File: config.mk
export PLATFORM = sky130hd
export DESIGN_NAME = encoder_angle_unwrap_speed
export DESIGN_NICKNAME = d
export VERILOG_FILES = /design/src/sv/eau_pkg.sv /design/src/sv/encoder_angle_unwrap_speed.sv /design/src/sv/eau_div.sv /design/src/sv/eau_mem.sv
export SDC_FILE = /design/constraint.sdc
export NUM_CORES = 2
export LEC_CHECK = 0
export ABC_CLOCK_PERIOD_IN_PS = 12970
export BUFFER_PORTS_ARGS = -buffer_cell sky130_fd_sc_hd__buf_4
export CAP_MARGIN = 20
export CORE_UTILIZATION = 40
export DETAILED_ROUTE_END_ITERATION = 8
export PLACE_DENSITY = 0.6
export SLEW_MARGIN = 0
export SYNTH_ARGS = -nofsm -noshare
export SYNTH_HDL_FRONTEND = slang
export SYNTH_HIERARCHICAL = 1
export SYNTH_SLANG_ARGS = --single-unit
File: constraint.sdc
create_clock -name clk -period 12.97 [get_ports clk]
set_clock_uncertainty 0.2 [all_clocks]
set_input_delay 1.9455 -clock clk [delete_from_list [all_inputs] [get_ports clk]]
set_output_delay 1.9455 -clock clk [all_outputs]
set_load 0.01 [all_outputs]
File: src/sv/eau_pkg.sv
// ============================================================================
// eau_pkg
// Shared widths, register indexes, fixed-point constants and the types that
// pass between the angle unwrap sequencer, its divider and its state memory.
// ============================================================================
package eau_pkg;

  // field and register widths
  localparam int CH_W       = 2;
  localparam int OFFSET_W   = 12;
  localparam int COUNT_W    = 13;
  localparam int OFFSET_REGS = 4;
  localparam int ANGLE_W    = 15;
  localparam int TICK_W     = 32;
  localparam int TURN_W     = 16;
  localparam int SPEED_W    = 21;
  localparam int POS_W      = 32;
  localparam int DELTA_W    = 17;
  localparam int NUM_W      = 27;
  localparam int PROD_W     = 44;
  localparam int CFG_IDX_W  = 3;
  localparam int CFG_DATA_W = 13;

  // configuration register indexes
  localparam logic [CFG_IDX_W-1:0] REG_OFFSET_CH0      = 3'd0;
  localparam logic [CFG_IDX_W-1:0] REG_OFFSET_CH1      = 3'd1;
  localparam logic [CFG_IDX_W-1:0] REG_OFFSET_CH2      = 3'd2;
  localparam logic [CFG_IDX_W-1:0] REG_OFFSET_CH3      = 3'd3;
  localparam logic [CFG_IDX_W-1:0] REG_COUNTS_PER_TURN = 3'd4;
  localparam logic [CFG_IDX_W-1:0] REG_INVERT_MASK     = 3'd5;

  // fixed-point constants, angle unit 2^-12 rad
  localparam logic [30:0]                TWO_PI_Q28   = 31'd1686629713;
  localparam logic [ANGLE_W-1:0]         TURN_Q12     = 15'd25736;
  localparam logic signed [DELTA_W-1:0]  TURN_DELTA   = 17'sd25736;
  localparam logic signed [DELTA_W-1:0]  JUMP_Q12     = 17'sd15442;
  localparam logic signed [POS_W-1:0]    TURN_POS     = 32'sd25736;
  localparam logic signed [NUM_W-1:0]    MS_PER_S     = 27'sd1000;
  localparam logic signed [TURN_W-1:0]   TURN_MAX     = 16'sh7FFF;
  localparam logic signed [TURN_W-1:0]   TURN_MIN     = 16'sh8000;
  localparam logic signed [SPEED_W-1:0]  SPEED_MAX    = 21'sh0FFFFF;
  localparam logic signed [SPEED_W-1:0]  SPEED_MIN    = 21'sh100000;

  // divider geometry: remainder/divisor width, quotient bits, step counter
  localparam int DIV_W  = 37;
  localparam int DIV_QW = 20;
  localparam int DIV_CW = 5;

  // per-channel state entry
  typedef struct packed {
    logic [ANGLE_W-1:0]        angle;
    logic [TICK_W-1:0]         tick;
    logic signed [TURN_W-1:0]  turns;
    logic signed [SPEED_W-1:0] speed;
  } st_entry_t;

  // divider request: initial partial remainder, dividend bits still to
  // shift in (left aligned), divisor and number of quotient bits
  typedef struct packed {
    logic              start;
    logic [DIV_W-1:0]  rem_init;
    logic [DIV_QW-1:0] dq_init;
    logic [DIV_W-1:0]  divisor;
    logic [DIV_CW-1:0] steps;
  } div_req_t;

  typedef struct packed {
    logic              done;
    logic [DIV_QW-1:0] quo;
    logic [DIV_W-1:0]  rem;
  } div_rsp_t;

endpackage

File: src/sv/encoder_angle_unwrap_speed.sv
// One item is in flight at a time: a new item is accepted only after the current
// one has left the final state. The wrap, angle and speed passes all run on the
// shared bit-serial divider.
// Reset (synchronous, active low) clears the control state, the state memory
// valid bits and the registers to offsets 0, counts per turn 4096, no invert.
// ============================================================================
// encoder_angle_unwrap_speed
// Multi-turn position and speed from up to four absolute angle sensors, with
// per-channel state kept in a small memory and read, updated and written back
// once per item.
// ============================================================================
module encoder_angle_unwrap_speed #(
  parameter int CHANNELS    = 4,
  parameter int SAMPLE_BITS = 12
) (
  input  logic                                   clk,
  input  logic                                   rst_n,
  // sample input
  input  logic                                   in_valid,
  output logic                                   in_stall,
  input  logic [eau_pkg::CH_W-1:0]               in_channel,
  input  logic [SAMPLE_BITS-1:0]                 in_raw_sample,
  input  logic [eau_pkg::TICK_W-1:0]             in_tick_ms,
  // result output
  output logic                                   out_valid,
  input  logic                                   out_stall,
  output logic [eau_pkg::CH_W-1:0]               out_channel_out,
  output logic signed [eau_pkg::POS_W-1:0]       out_position,
  output logic signed [eau_pkg::SPEED_W-1:0]     out_speed,
  output logic                                   out_speed_updated,
  // configuration write port
  input  logic                                   cfg_we,
  input  logic [eau_pkg::CFG_IDX_W-1:0]          cfg_index,
  input  logic [eau_pkg::CFG_DATA_W-1:0]         cfg_wdata
);

  localparam int MAG_W     = (SAMPLE_BITS > eau_pkg::OFFSET_W) ? SAMPLE_BITS : eau_pkg::OFFSET_W;
  localparam int MEM_DEPTH = (CHANNELS < 4) ? CHANNELS : 4;
  localparam int MEM_AW    = (MEM_DEPTH > 1) ? $clog2(MEM_DEPTH) : 1;

  // sequencer states
  localparam logic [3:0] S_IDLE     = 4'd0;
  localparam logic [3:0] S_MOD      = 4'd1;
  localparam logic [3:0] S_MOD_WAIT = 4'd2;
  localparam logic [3:0] S_MUL      = 4'd3;
  localparam logic [3:0] S_ANG      = 4'd4;
  localparam logic [3:0] S_ANG_WAIT = 4'd5;
  localparam logic [3:0] S_DELTA    = 4'd6;
  localparam logic [3:0] S_SPD      = 4'd7;
  localparam logic [3:0] S_SPD_WAIT = 4'd8;
  localparam logic [3:0] S_FIN      = 4'd9;

  // configuration registers
  logic [eau_pkg::OFFSET_W-1:0] off_r [eau_pkg::OFFSET_REGS];
  logic [eau_pkg::COUNT_W-1:0]  cpt_r;
  logic [eau_pkg::OFFSET_REGS-1:0] inv_r;

  // control
  logic [3:0] state_r;
  logic [3:0] state_nxt;
  logic       in_fire;
  logic       ch_ok;
  logic       out_free;
  logic       out_load;

  // item and datapath registers
  logic [eau_pkg::CH_W-1:0]           ch_r;
  logic [SAMPLE_BITS-1:0]             raw_r;
  logic [eau_pkg::TICK_W-1:0]         tick_r;
  logic                               dneg_r;
  logic [eau_pkg::COUNT_W-1:0]        r_r;
  logic [eau_pkg::PROD_W-1:0]         prod_r;
  logic [eau_pkg::ANGLE_W-1:0]        angle_r;
  logic signed [eau_pkg::DELTA_W-1:0] delta_r;
  logic signed [eau_pkg::TURN_W-1:0]  tc_r;
  logic [eau_pkg::TICK_W-1:0]         elapsed_r;
  logic signed [eau_pkg::POS_W-1:0]   pos_r;
  logic                               sneg_r;
  logic signed [eau_pkg::SPEED_W-1:0] speed_r;
  logic                               upd_r;

  // output register
  logic                               out_valid_r;
  logic [eau_pkg::CH_W-1:0]           out_ch_r;
  logic signed [eau_pkg::POS_W-1:0]   out_pos_r;
  logic signed [eau_pkg::SPEED_W-1:0] out_spd_r;
  logic                               out_upd_r;

  // combinational datapath
  logic [eau_pkg::OFFSET_W-1:0]       off_sel;
  logic                               inv_sel;
  logic signed [MAG_W:0]              d_s;
  logic [MAG_W-1:0]                   mag;
  logic [eau_pkg::COUNT_W-1:0]        mod_rem;
  logic [eau_pkg::COUNT_W-1:0]        r_nxt;
  logic [eau_pkg::PROD_W-1:0]         prod_nxt;
  logic signed [eau_pkg::DELTA_W-1:0] delta0;
  logic signed [eau_pkg::DELTA_W-1:0] delta1;
  logic signed [eau_pkg::DELTA_W-1:0] delta_nxt;
  logic signed [eau_pkg::TURN_W-1:0]  tc1;
  logic signed [eau_pkg::TURN_W-1:0]  tc_nxt;
  logic signed [eau_pkg::NUM_W-1:0]   num_s;
  logic [eau_pkg::NUM_W-1:0]          an;
  logic [eau_pkg::TICK_W-1:0]         ad;
  logic [eau_pkg::TICK_W+3:0]         ad16;
  logic [eau_pkg::DIV_W-1:0]          spd_dvd;
  logic signed [eau_pkg::POS_W-1:0]   pos_nxt;
  logic signed [eau_pkg::SPEED_W-1:0] q_s;
  logic signed [eau_pkg::SPEED_W-1:0] speed_div;
  logic signed [eau_pkg::POS_W-1:0]   pos_out;
  logic signed [eau_pkg::SPEED_W-1:0] spd_out;

  eau_pkg::div_req_t  div_req;
  eau_pkg::div_rsp_t  div_rsp;
  eau_pkg::st_entry_t ent;
  eau_pkg::st_entry_t wr_ent;
  logic               mem_we;

  // handshake: one item in flight, the output register decouples the sink
  assign in_stall = (state_r != S_IDLE);
  assign in_fire  = in_valid && !in_stall;
  assign ch_ok    = (32'(in_channel) < CHANNELS);
  assign out_free = !out_valid_r || !out_stall;
  assign out_load = (state_r == S_FIN) && out_free;
  assign mem_we   = out_load;

  // configuration writes, unknown indexes ignored
  always_ff @(posedge clk) begin
    if (!rst_n) begin
      for (int i = 0; i < eau_pkg::OFFSET_REGS; i++) begin
        off_r[i] <= '0;
      end
      cpt_r <= 13'd4096;
      inv_r <= '0;
    end else if (cfg_we) begin
      case (cfg_index)
        eau_pkg::REG_OFFSET_CH0:      off_r[0] <= cfg_wdata[eau_pkg::OFFSET_W-1:0];
        eau_pkg::REG_OFFSET_CH1:      off_r[1] <= cfg_wdata[eau_pkg::OFFSET_W-1:0];
        eau_pkg::REG_OFFSET_CH2:      off_r[2] <= cfg_wdata[eau_pkg::OFFSET_W-1:0];
        eau_pkg::REG_OFFSET_CH3:      off_r[3] <= cfg_wdata[eau_pkg::OFFSET_W-1:0];
        eau_pkg::REG_COUNTS_PER_TURN: cpt_r    <= cfg_wdata;
        eau_pkg::REG_INVERT_MASK:     inv_r    <= cfg_wdata[eau_pkg::OFFSET_REGS-1:0];
        default: ;
      endcase
    end
  end

  // per-channel state memory
  eau_mem #(
    .DEPTH (MEM_DEPTH),
    .AW    (MEM_AW)
  ) u_mem (
    .clk     (clk),
    .rst_n   (rst_n),
    .rd_en   (in_fire),
    .rd_addr (in_channel[MEM_AW-1:0]),
    .rd_data (ent),
    .wr_en   (mem_we),
    .wr_addr (ch_r[MEM_AW-1:0]),
    .wr_data (wr_ent)
  );

  assign wr_ent.angle = angle_r;
  assign wr_ent.tick  = tick_r;
  assign wr_ent.turns = tc_r;
  assign wr_ent.speed = speed_r;

  // shared divider
  eau_div u_div (
    .clk   (clk),
    .rst_n (rst_n),
    .req   (div_req),
    .rsp   (div_rsp)
  );

  // offset removal and wrap into one turn
  always_comb begin
    off_sel = off_r[ch_r];
    inv_sel = inv_r[ch_r];
    d_s     = $signed({1'b0, MAG_W'(raw_r)}) - $signed({1'b0, MAG_W'(off_sel)});
    mag     = d_s[MAG_W] ? MAG_W'(-d_s) : d_s[MAG_W-1:0];
    mod_rem = div_rsp.rem[eau_pkg::COUNT_W-1:0];
    r_nxt   = (dneg_r && (mod_rem != '0)) ? (cpt_r - mod_rem) : mod_rem;
    // angle numerator with half-unit rounding term
    prod_nxt = r_r * eau_pkg::TWO_PI_Q28 + (eau_pkg::PROD_W'(cpt_r) << 15);
  end

  // unwrap against the previous angle, saturating turn counter
  always_comb begin
    delta0 = $signed({2'b00, angle_r}) - $signed({2'b00, ent.angle});
    delta1 = delta0;
    tc1    = ent.turns;
    if (delta0 >= eau_pkg::JUMP_Q12) begin
      delta1 = delta0 - eau_pkg::TURN_DELTA;
      if (ent.turns > eau_pkg::TURN_MIN) begin
        tc1 = ent.turns - 16'sd1;
      end
    end
    delta_nxt = delta1;
    tc_nxt    = tc1;
    if (delta1 <= -eau_pkg::JUMP_Q12) begin
      delta_nxt = delta1 + eau_pkg::TURN_DELTA;
      if (tc1 < eau_pkg::TURN_MAX) begin
        tc_nxt = tc1 + 16'sd1;
      end
    end
  end

  // speed operands: round(|delta*1000| / |elapsed*16|), ties away from zero
  always_comb begin
    num_s   = eau_pkg::NUM_W'(delta_r) * eau_pkg::MS_PER_S;
    an      = num_s[eau_pkg::NUM_W-1] ? eau_pkg::NUM_W'(-num_s) : eau_pkg::NUM_W'(num_s);
    ad      = elapsed_r[eau_pkg::TICK_W-1] ? (-elapsed_r) : elapsed_r;
    ad16    = {ad, 4'b0000};
    spd_dvd = eau_pkg::DIV_W'({an, 1'b0}) + eau_pkg::DIV_W'(ad16);
    pos_nxt = $signed(eau_pkg::POS_W'(angle_r)) + eau_pkg::POS_W'(tc_r) * eau_pkg::TURN_POS;
    q_s       = $signed({1'b0, div_rsp.quo});
    speed_div = sneg_r ? -q_s : q_s;
  end

  // divider request per pass
  always_comb begin
    div_req = '0;
    if ((state_r == S_MOD) && (cpt_r != '0)) begin
      div_req.start    = 1'b1;
      div_req.rem_init = '0;
      div_req.dq_init  = eau_pkg::DIV_QW'(mag) << (eau_pkg::DIV_QW - MAG_W);
      div_req.divisor  = eau_pkg::DIV_W'(cpt_r);
      div_req.steps    = eau_pkg::DIV_CW'(MAG_W);
    end else if (state_r == S_ANG) begin
      div_req.start    = 1'b1;
      div_req.rem_init = eau_pkg::DIV_W'(prod_r[eau_pkg::PROD_W-1:31]);
      div_req.dq_init  = {prod_r[30:16], {(eau_pkg::DIV_QW - eau_pkg::ANGLE_W){1'b0}}};
      div_req.divisor  = eau_pkg::DIV_W'(cpt_r);
      div_req.steps    = eau_pkg::DIV_CW'(eau_pkg::ANGLE_W);
    end else if ((state_r == S_SPD) && (elapsed_r != '0)) begin
      div_req.start    = 1'b1;
      div_req.rem_init = eau_pkg::DIV_W'(spd_dvd[eau_pkg::DIV_W-1:eau_pkg::DIV_QW]);
      div_req.dq_init  = spd_dvd[eau_pkg::DIV_QW-1:0];
      div_req.divisor  = {ad16, 1'b0};
      div_req.steps    = eau_pkg::DIV_CW'(eau_pkg::DIV_QW);
    end
  end

  // output sign per invert bit
  always_comb begin
    pos_out = inv_sel ? -pos_r : pos_r;
    if (inv_sel) begin
      spd_out = (speed_r == eau_pkg::SPEED_MIN) ? eau_pkg::SPEED_MAX : -speed_r;
    end else begin
      spd_out = speed_r;
    end
  end

  // next state
  always_comb begin
    state_nxt = state_r;
    unique case (state_r)
      S_IDLE:     if (in_fire && ch_ok) state_nxt = S_MOD;
      S_MOD:      state_nxt = (cpt_r == '0) ? S_DELTA : S_MOD_WAIT;
      S_MOD_WAIT: if (div_rsp.done) state_nxt = S_MUL;
      S_MUL:      state_nxt = S_ANG;
      S_ANG:      state_nxt = S_ANG_WAIT;
      S_ANG_WAIT: if (div_rsp.done) state_nxt = S_DELTA;
      S_DELTA:    state_nxt = S_SPD;
      S_SPD:      state_nxt = (elapsed_r == '0) ? S_FIN : S_SPD_WAIT;
      S_SPD_WAIT: if (div_rsp.done) state_nxt = S_FIN;
      S_FIN:      if (out_free) state_nxt = S_IDLE;
      default:    state_nxt = S_IDLE;
    endcase
  end

  always_ff @(posedge clk) begin
    if (!rst_n) begin
      state_r <= S_IDLE;
    end else begin
      state_r <= state_nxt;
    end
  end

  // datapath registers
  always_ff @(posedge clk) begin
    if (in_fire) begin
      ch_r   <= in_channel;
      raw_r  <= in_raw_sample;
      tick_r <= in_tick_ms;
    end
    case (state_r)
      S_MOD: begin
        dneg_r  <= d_s[MAG_W];
        angle_r <= '0;
      end
      S_MOD_WAIT: if (div_rsp.done) r_r <= r_nxt;
      S_MUL:      prod_r <= prod_nxt;
      S_ANG_WAIT: if (div_rsp.done) angle_r <= div_rsp.quo[eau_pkg::ANGLE_W-1:0];
      S_DELTA: begin
        delta_r   <= delta_nxt;
        tc_r      <= tc_nxt;
        elapsed_r <= tick_r - ent.tick;
      end
      S_SPD: begin
        pos_r   <= pos_nxt;
        sneg_r  <= num_s[eau_pkg::NUM_W-1] ^ elapsed_r[eau_pkg::TICK_W-1];
        speed_r <= ent.speed;
        upd_r   <= 1'b0;
      end
      S_SPD_WAIT: begin
        if (div_rsp.done) begin
          speed_r <= speed_div;
          upd_r   <= 1'b1;
        end
      end
      default: ;
    endcase
  end

  // output register
  always_ff @(posedge clk) begin
    if (!rst_n) begin
      out_valid_r <= 1'b0;
    end else if (out_load) begin
      out_valid_r <= 1'b1;
    end else if (!out_stall) begin
      out_valid_r <= 1'b0;
    end
  end

  always_ff @(posedge clk) begin
    if (out_load) begin
      out_ch_r  <= ch_r;
      out_pos_r <= pos_out;
      out_spd_r <= spd_out;
      out_upd_r <= upd_r;
    end
  end

  assign out_valid         = out_valid_r;
  assign out_channel_out   = out_ch_r;
  assign out_position      = out_pos_r;
  assign out_speed         = out_spd_r;
  assign out_speed_updated = out_upd_r;

  // divider results arrive only while a pass is awaited
  a_div_done_in_wait: assert property (@(posedge clk) disable iff (!rst_n)
    div_rsp.done |-> (state_r == S_MOD_WAIT || state_r == S_ANG_WAIT ||
                      state_r == S_SPD_WAIT))
    else $error("divider finished outside a wait state");

  // a new result is only loaded from the final state
  a_out_from_fin: assert property (@(posedge clk) disable iff (!rst_n)
    $rose(out_valid_r) |-> $past(state_r) == S_FIN)
    else $error("result loaded outside the final state");

  // scaled angle stays inside one turn
  a_angle_in_turn: assert property (@(posedge clk) disable iff (!rst_n)
    (state_r == S_DELTA) |-> (angle_r < eau_pkg::TURN_Q12))
    else $error("angle beyond one turn");

  // unwrapped step stays below the jump threshold
  a_delta_unwrapped: assert property (@(posedge clk) disable iff (!rst_n)
    (state_r == S_SPD) |-> (delta_r < eau_pkg::JUMP_Q12 && delta_r > -eau_pkg::JUMP_Q12))
    else $error("unwrapped delta not below jump threshold");

  // write-back closes the item
  a_writeback_ends_item: assert property (@(posedge clk) disable iff (!rst_n)
    mem_we |=> (state_r == S_IDLE))
    else $error("state written back without ending the item");

endmodule

File: src/sv/eau_div.sv
// ============================================================================
// eau_div
// Bit-serial restoring divider, one quotient bit per cycle. Shared by the
// wrap into one turn, the angle scaling and the speed quotient.
// ============================================================================
module eau_div (
  input  logic              clk,
  input  logic              rst_n,
  input  eau_pkg::div_req_t req,
  output eau_pkg::div_rsp_t rsp
);

  logic                       busy_r;
  logic                       done_r;
  logic [eau_pkg::DIV_CW-1:0] cnt_r;
  logic [eau_pkg::DIV_W-1:0]  rem_r;
  logic [eau_pkg::DIV_W-1:0]  rem_nxt;
  logic [eau_pkg::DIV_QW-1:0] dq_r;
  logic [eau_pkg::DIV_QW-1:0] dq_nxt;
  logic [eau_pkg::DIV_W-1:0]  dvs_r;
  logic [eau_pkg::DIV_W:0]    trial;
  logic [eau_pkg::DIV_W:0]    diff;
  logic                       ge;

  // one restoring step: shift in the next dividend bit, try the subtract
  always_comb begin
    trial   = {rem_r, dq_r[eau_pkg::DIV_QW-1]};
    diff    = trial - {1'b0, dvs_r};
    ge      = (trial >= {1'b0, dvs_r});
    rem_nxt = ge ? diff[eau_pkg::DIV_W-1:0] : trial[eau_pkg::DIV_W-1:0];
    dq_nxt  = {dq_r[eau_pkg::DIV_QW-2:0], ge};
  end

  // step control
  always_ff @(posedge clk) begin
    if (!rst_n) begin
      busy_r <= 1'b0;
      done_r <= 1'b0;
      cnt_r  <= '0;
    end else begin
      done_r <= busy_r && (cnt_r == eau_pkg::DIV_CW'(1));
      if (req.start) begin
        busy_r <= 1'b1;
        cnt_r  <= req.steps;
      end else if (busy_r) begin
        cnt_r <= cnt_r - eau_pkg::DIV_CW'(1);
        if (cnt_r == eau_pkg::DIV_CW'(1)) begin
          busy_r <= 1'b0;
        end
      end
    end
  end

  // remainder and quotient shift register
  always_ff @(posedge clk) begin
    if (req.start) begin
      rem_r <= req.rem_init;
      dq_r  <= req.dq_init;
      dvs_r <= req.divisor;
    end else if (busy_r) begin
      rem_r <= rem_nxt;
      dq_r  <= dq_nxt;
    end
  end

  assign rsp.done = done_r;
  assign rsp.quo  = dq_r;
  assign rsp.rem  = rem_r;

endmodule

File: src/sv/eau_mem.sv
// ============================================================================
// eau_mem
// Per-channel state memory: one write port, one registered read port.
// Entries not yet written since reset read as zero through valid bits.
// ============================================================================
module eau_mem #(
  parameter int DEPTH = 4,
  parameter int AW    = 2
) (
  input  logic               clk,
  input  logic               rst_n,
  input  logic               rd_en,
  input  logic [AW-1:0]      rd_addr,
  output eau_pkg::st_entry_t rd_data,
  input  logic               wr_en,
  input  logic [AW-1:0]      wr_addr,
  input  eau_pkg::st_entry_t wr_data
);

  eau_pkg::st_entry_t mem_r [DEPTH];
  eau_pkg::st_entry_t rd_data_r;
  logic [DEPTH-1:0]   valid_r;

  // valid bits stand in for the zero reset of the entries
  always_ff @(posedge clk) begin
    if (!rst_n) begin
      valid_r <= '0;
    end else if (wr_en) begin
      valid_r[wr_addr] <= 1'b1;
    end
  end

  // storage write
  always_ff @(posedge clk) begin
    if (wr_en) begin
      mem_r[wr_addr] <= wr_data;
    end
  end

  // registered read, held until the next read
  always_ff @(posedge clk) begin
    if (rd_en) begin
      rd_data_r <= valid_r[rd_addr] ? mem_r[rd_addr] : '0;
    end
  end

  assign rd_data = rd_data_r;

endmodule
# Word-level counts from Yosys, hierarchy flattened
# Memory sizes are Yosys's and may differ from the RTL's. A register that Yosys moved wholly into a read port is not among the register bits.
# Cells that the tools add are included.
[totals]
register_bits = 422
ramBits = 384
inputBits = 67
out_inout_bits = 58
elab_cells = 194
n_memories = 2
[op_classes]
add_sub_neg = 19
mul = 3
magnitude_cmp = 8
eq_ne = 22
muxes = 73
n_bitwise = 7
reduce_logical = 30
[memory_table]
columns = ["memory", "depth", "word_bits", "read_ports", "rd_ports_with_merged_regs", "wr", "line_no", "source"]
rows = [
  ["u_mem.mem_r", 4, 84, 1, 1, 1, "eau_mem.sv:20", "eau_pkg::st_entry_t mem_r [DEPTH];"],
  ["off_r", 4, 12, 1, 1, 4, "encoder_angle_unwrap_speed.sv:54", "logic [eau_pkg::OFFSET_W-1:0] off_r [eau_pkg::OFFSET_REGS];"],
]
[ops]
columns = ["op", "n"]
rows = [
  ["100-bit 2-to-1 mux", 3],
  ["37-bit 2-to-1 mux", 3],
  ["21-bit 2-to-1 mux", 4],
  ["16-bit 2-to-1 mux", 4],
  ["32-bit 2-to-1 mux", 2],
  ["32-bit negator", 2],
  ["12-bit 2-to-1 mux", 5],
  ["44-bit by 28-bit adder with 44-bit output", 1],
  ["13-bit by 31-bit multiplier with 44-bit output, second input constant", 1],
  ["21-bit one-hot mux with 2 select lines", 1],
  ["20-bit 2-to-1 mux", 2],
  ["4-bit one-hot mux with 10 select lines", 1],
  ["38-bit by 37-bit >= comparator with 1-bit output", 1],
  ["28-bit by 36-bit adder with 37-bit output", 1],
  ["37-bit subtractor", 1],
  ["17-bit 2-to-1 mux", 2],
  ["16-bit by 32-bit adder with 32-bit output", 1],
  ["32-bit zero test", 1],
  ["32-bit nonzero test", 1],
  ["32-bit subtractor", 1],
  ["15-bit one-hot mux with 2 select lines", 1],
  ["16-bit by 13-bit multiplier with 29-bit output, second input constant", 1],
  ["1-bit 2-to-1 mux", 29],
  ["27-bit 2-to-1 mux", 1],
  ["55 further kinds", 92],
]

# Depth between registers and ports, before layout
[logic_depth]
depth_word = 8
mapped_depth = 39
mapped_depth_nobuf = 38

# Cells and area by module
# The synthesis kept the hierarchy.
[modules_own_cells]
columns = ["mod", "n_inst", "cells_per_inst", "area_each_um2", "seq_area_each_um2"]
rows = [
  ["encoder_angle_unwrap_speed", 1, 3453, 34295.4, 10299.9],
  ["eau_mem", 1, 629, 15422.3, 12692.2],
  ["eau_div", 1, 632, 6530.0, 2962.8],
]

# Worst setup path after synthesis
# OpenSTA, ideal clock, no wires.
[synth_timing]
path_kind = "input -> register"
startpoint = "in out_stall"
endpoint = "mem u_mem/mem_r[0][0] in the netlist's numbering, enable pin"
setup_ns = 0.650
arrival_time_ns = 10.848
required_ns = 12.120
setup_slack_ns = 1.272
stages = 2
path_buffers = 0
cell_sequence = "a21oi_1 -> nor3b_1"
[synth_between]
elab_chain_cells = 5
[synth_rtl]
columns = ["item", "line_no", "source"]
rows = [
  ["start: declaration", "encoder_angle_unwrap_speed.sv:26", "input logic out_stall,"],
  ["1-bit zero test", "--", ""],
  ["1-bit logical OR", "encoder_angle_unwrap_speed.sv:123", "assign out_free = !out_valid_r || !out_stall;"],
  ["1-bit logical AND", "encoder_angle_unwrap_speed.sv:124", "assign out_load = (state_r == S_FIN) && out_free;"],
  ["1-bit 2-to-1 mux", "eau_mem.sv:35", "if (wr_en) begin"],
  ["1-bit 2-to-1 mux (not written as such)", "eau_mem.sv:36", "mem_r[wr_addr] <= wr_data;"],
  ["end: declaration", "eau_mem.sv:20", ""],
]
# No other way between the ends.

==> results list <==
- In this run the core area contains about 140 standard-cell rows.
- The flow ran to the end, and the final reports show no timing, DRC or antenna violations.
* Min Tclk post-route: about 9.4 ns
- The analysis attributes to cell leakage a power of 0.0249 uW.
- Slowest stage cell on the critical path: sky130_fd_sc_hd__o21ai_0
* Highest cell delay on the worst timing path: around 0.6 ns
* Highest-count cells in the layout ignoring fill and taps: sky130_fd_sc_hd__edfxtp_1, sky130_fd_sc_hd__inv_1, sky130_fd_sc_hd__ha_1, sky130_fd_sc_hd__nand2_1, sky130_fd_sc_hd__xnor2_1
- Seq pwr share: roughly 30%
* Number of maximum-capacitance constraint violations: 0
- Clock-pin slew was measured on the worst setup and hold paths at around 0.070 ns.
- Timing would allow up to around 110 MHz.
- Via count of the first global-routing pass: roughly 36000
- CTS HTree Levels: 3
- TritonCTS built the clock tree.
* Die Ht: roughly 380 um
- Endpoint class of the critical path: flop
- DP Worst Slack: 3.67 ns
* Wire length of the first global-routing pass: 202 mm
- Maximum number of pins on one net before global-route repair: 93
- Yosys top cell area share: between 40 and 50%
- STA classifies the critical path startpoint as a flop.
* Global placer's final weighted congestion: a little under 0.9
* Yosys warns: 6
- Once placement finished, the instance area stood at ~60000 um2.
- Area contributors post-synth: sky130_fd_sc_hd__edfxtp_1, sky130_fd_sc_hd__ha_1, sky130_fd_sc_hd__fa_1, sky130_fd_sc_hd__mux4_2, sky130_fd_sc_hd__inv_1
- Cell repeated most along the worst path: sky130_fd_sc_hd__a21oi_1
* Post-detailed-route count of antenna-violating nets: 0
- In this run the worst path has a maximum fanout of 14.
- Clock network latency to the later pin of the worst-skew pair: ~0.73 ns
- After detailed routing, the number of vias per cell comes to just over 5.
- CTS Root Buffer Type: sky130_fd_sc_hd__clkbuf_16
* DRT Pass-1 Iters: 5
- Most common cell after layout, fill and taps aside: sky130_fd_sc_hd__edfxtp_1
- The most used flip-flop cell after synthesis is sky130_fd_sc_hd__edfxtp_1.
- Arrival @ worst endpoint: between 9 and 10 ns
* Total chip power: between 10000 and 15000 uW
* Unrepaired setup endpoints after global routing: false
* Average wire per standard cell: 18.7 um
* HPWL after detailed placement: about 90 mm
- The synthesized design contains 841 enable-type register cells.
- Post-CTS repair changed the size of 0 cells.
- Rel. slew slack: between 20% and 30%
- The cell area that synthesis handed to floorplanning was about 56000 um2.
- Buffers added to address setup during post-CTS repair amount to 0.
- After synthesis, the share of flip-flops with an asynchronous set or reset is 0%.
- Internal portion of total power: 8210 uW
- Met2 WL post-DR: approximately 63 mm
- Combinational cells account for roughly half of the total power.
* Number of endpoints failing setup at the final stage: 0
- Synthesis inferred a little under 900 register bits.
- STA puts the critical path data required time at 13.17 ns.
* Detailed-routed wire length on met3: about 4.2 mm
- Clock sinks: between 800 and 900
* Total Wirelength: 127 mm
- Cell area after layout: 62700 um2
- The core region is 140000 um2.
* Total DRC errors in the routed layout: 0
- VDD IR-drop max: approximately 0.18 mV
- The detailed router put a total of ~57 mm of wire on met1.
- Clock network power share: about a fifth
* Switching share of power: between 40 and 50%
- Vias after detailed routing: ~35000
* Diode insertion count for antenna repair: 0
- Buffers inserted to repair hold after CTS numbered 0.
- Chip width: roughly 380 um
* Number of unique standard cell types used by synthesis: approximately 110
- Power spread over the standard cell area amounts to approximately 220 nW/um2.
* Number of nets in the layout: around 5600
* Worst-Margin Slew: 1.06 ns
- Die Outline Area: about 140000 um2
* Global-route total usage across every layer: 18.1%
- CTS Buffer Depth: 3
* Library cell occupying the most area in the post-synthesis netlist: sky130_fd_sc_hd__edfxtp_1
* Reported net switching power: between 5000 and 6000 uW
* Number of slew-limit violations in the final report: 0
- CTS Buf Count: 94
* Average cell area after synthesis: ~12 um2
* Type of the most critical hold path: reg2reg
- The number of hold violations in the final report is 0.
* Final period utilization: ~72%
* Proportion of synthesized chip area in sequential cells: 46.1%
- Port Buf Inserts: roughly 120
- Across all setup checks in the final design, the least slack found is 3.58 ns.
- Starting density of the core: between 40% and 50%
- Signed area change from the synthesized netlist to the final layout: 11.4%
* Number of antenna violations at the first check in global routing: 1
- After global routing the overflow that remains totals 0.
- Share of layout cells above drive strength 1: about a tenth
* Iter 0 DRT Violations: ~2000
* Setup TNS: 0 ns
* Synth Instances: 4714
* Critical path start-end classification: reg2reg
* DR top layer: met4
- 125 I/O pins were placed.
-- cell families (layout without fill, tap and decap cells) --
| family | Yosys count | count (layout) | synth area share, % |
|---|---|---|---|
| compound gates | 789 | 789 | 9.34 |
| xor+xnor | 396 | 396 | 6.19 |
| fa+ha+maj | 679 | 679 | 18.1 |
| flops | 876 | 876 | 46.1 |
| mux | 165 | 165 | 5.16 |
| buf+inv | 690 | 896 | 4.89 |
| simple gates | 1118 | 1118 | 10.1 |
| other cells | 1 | 25 | 0.00667 |
-- flip-flops by register name (all words and copies together), names as in the netlist, 4 cells and up, named ones only --
| signal | count |
|---|---|
| u_div/dq_r | 20 |
| u_div/dvs_r | 37 |
| state_r | 4 |
| elapsed_r | 32 |
| pos_r | 32 |
| tc_r | 16 |
| speed_r | 21 |
| prod_r | 28 |
| off_r | 48 |
| u_mem/rd_data | 84 |
| delta_r | 17 |
| tick_r | 32 |
| raw_r | 12 |
| u_mem/mem_r | 336 |
| r_r | 13 |
| u_div/rem_r | 37 |
| out_position | 32 |
| u_div/cnt_r | 5 |
| out_speed | 21 |
| angle_r | 15 |
| cpt_r | 13 |
| inv_r | 4 |
| u_mem/valid_r | 4 |
-- power by group through the flow --
| stage | Sequential, uW | Clock (uW) | Combinational [uW] |
|---|---|---|---|
| 2_1_floorplan | 4040 | 0 | 5180 |
| 3_3_place_gp | 4200 | 0 | 6590 |
| 3_5_place_dp | 4210 | 0 | 6640 |
| 4_1_cts | 4150 | 2950 | 6690 |
| 5_1_grt | 4190 | 3050 | 7430 |
| 6_report | 4140 | 2880 | 6680 |
-- area by class of cell --
cell class	instances	area, um2
fill	12827	76900
multi-input combinational	3172	27700
sequential	876	26000
clock buffer	108	2430
tap	1876	2350
inverter	564	2120
timing repair buffer	159	1200
clock inverter	65	888
-- synthesized netlist by cell type, types with 9 or more instances --
library cell	n
sky130_fd_sc_hd__edfxtp_1	841
sky130_fd_sc_hd__inv_1	562
sky130_fd_sc_hd__ha_1	450
sky130_fd_sc_hd__nand2_1	286
sky130_fd_sc_hd__xnor2_1	234
sky130_fd_sc_hd__fa_1	228
sky130_fd_sc_hd__nor2_1	224
sky130_fd_sc_hd__a21oi_1	202
sky130_fd_sc_hd__o21ai_0	179
sky130_fd_sc_hd__and2_1	168
sky130_fd_sc_hd__xor2_1	160
sky130_fd_sc_hd__mux4_2	97
sky130_fd_sc_hd__clkbuf_1	82
sky130_fd_sc_hd__nor3_1	76
sky130_fd_sc_hd__a21o_1	70
sky130_fd_sc_hd__nand3_1	65
sky130_fd_sc_hd__nor2b_1	45
sky130_fd_sc_hd__and3_1	42
sky130_fd_sc_hd__or3_1	42
sky130_fd_sc_hd__o21a_1	40
sky130_fd_sc_hd__mux2i_1	39
sky130_fd_sc_hd__nand2b_1	38
sky130_fd_sc_hd__dfxtp_1	35
sky130_fd_sc_hd__o31ai_1	34
sky130_fd_sc_hd__a21boi_0	31
sky130_fd_sc_hd__o21bai_1	29
sky130_fd_sc_hd__mux2_2	28
sky130_fd_sc_hd__nand4_1	25
sky130_fd_sc_hd__a31oi_1	22
sky130_fd_sc_hd__buf_2	20
sky130_fd_sc_hd__nor4_1	19
sky130_fd_sc_hd__a211oi_1	18
sky130_fd_sc_hd__buf_6	16
sky130_fd_sc_hd__o211ai_1	16
sky130_fd_sc_hd__nand3b_1	14
sky130_fd_sc_hd__o221ai_1	14
sky130_fd_sc_hd__or4_1	14
sky130_fd_sc_hd__or2_2	13
sky130_fd_sc_hd__o41ai_1	12
sky130_fd_sc_hd__a221o_1	11
sky130_fd_sc_hd__o31a_1	11
sky130_fd_sc_hd__a22o_1	10
sky130_fd_sc_hd__and3b_1	10
sky130_fd_sc_hd__nor4b_1	9
-- layer usage --
metal	vias up	global-route usage [%]
li1	17103	-
met1	17483	23.8
met2	586	31.1
met3	169	2.10
met4	0	5.55
met5	-	0
-- final timing paths --
check | end | slack [ns] | depth (start not counted) | startpoint
max | u_div/rem_r[14] | 3.58 | 39 | delta_r[2]
min | out_speed_updated | 0.24 | 0 | upd_r
max reg2reg | u_div/rem_r[14] | 3.58 | 39 | delta_r[2]
min reg2reg | out_speed_updated | 0.24 | 0 | upd_r
-- critical path: cells and delay by family, from the launching register on --
kind | cells | cell delay [ns]
simple gates | 5 | 0.47
fa+ha+maj | 6 | 2.51
compound gates | 20 | 4.41
flops | 1 | 0.51
xor+xnor | 3 | 0.50
buf+inv | 5 | 0.46
-- per-stage QoR --
| step | utilization (%) | cells | hold WS [ns] |
|---|---|---|---|
| final | 44.9 | 6820 | 0.237 |
| after global routing | 44.9 | 6820 | 0.250 |
| after CTS | 44.9 | 6817 | 0.238 |
| after detailed placement | 42.5 | 6644 | 0.224 |
| after global placement | 42.5 | 6644 | 0.226 |
| after floorplan | - | 4738 | 0.200 |
Power figures use the tool's default switching activity.
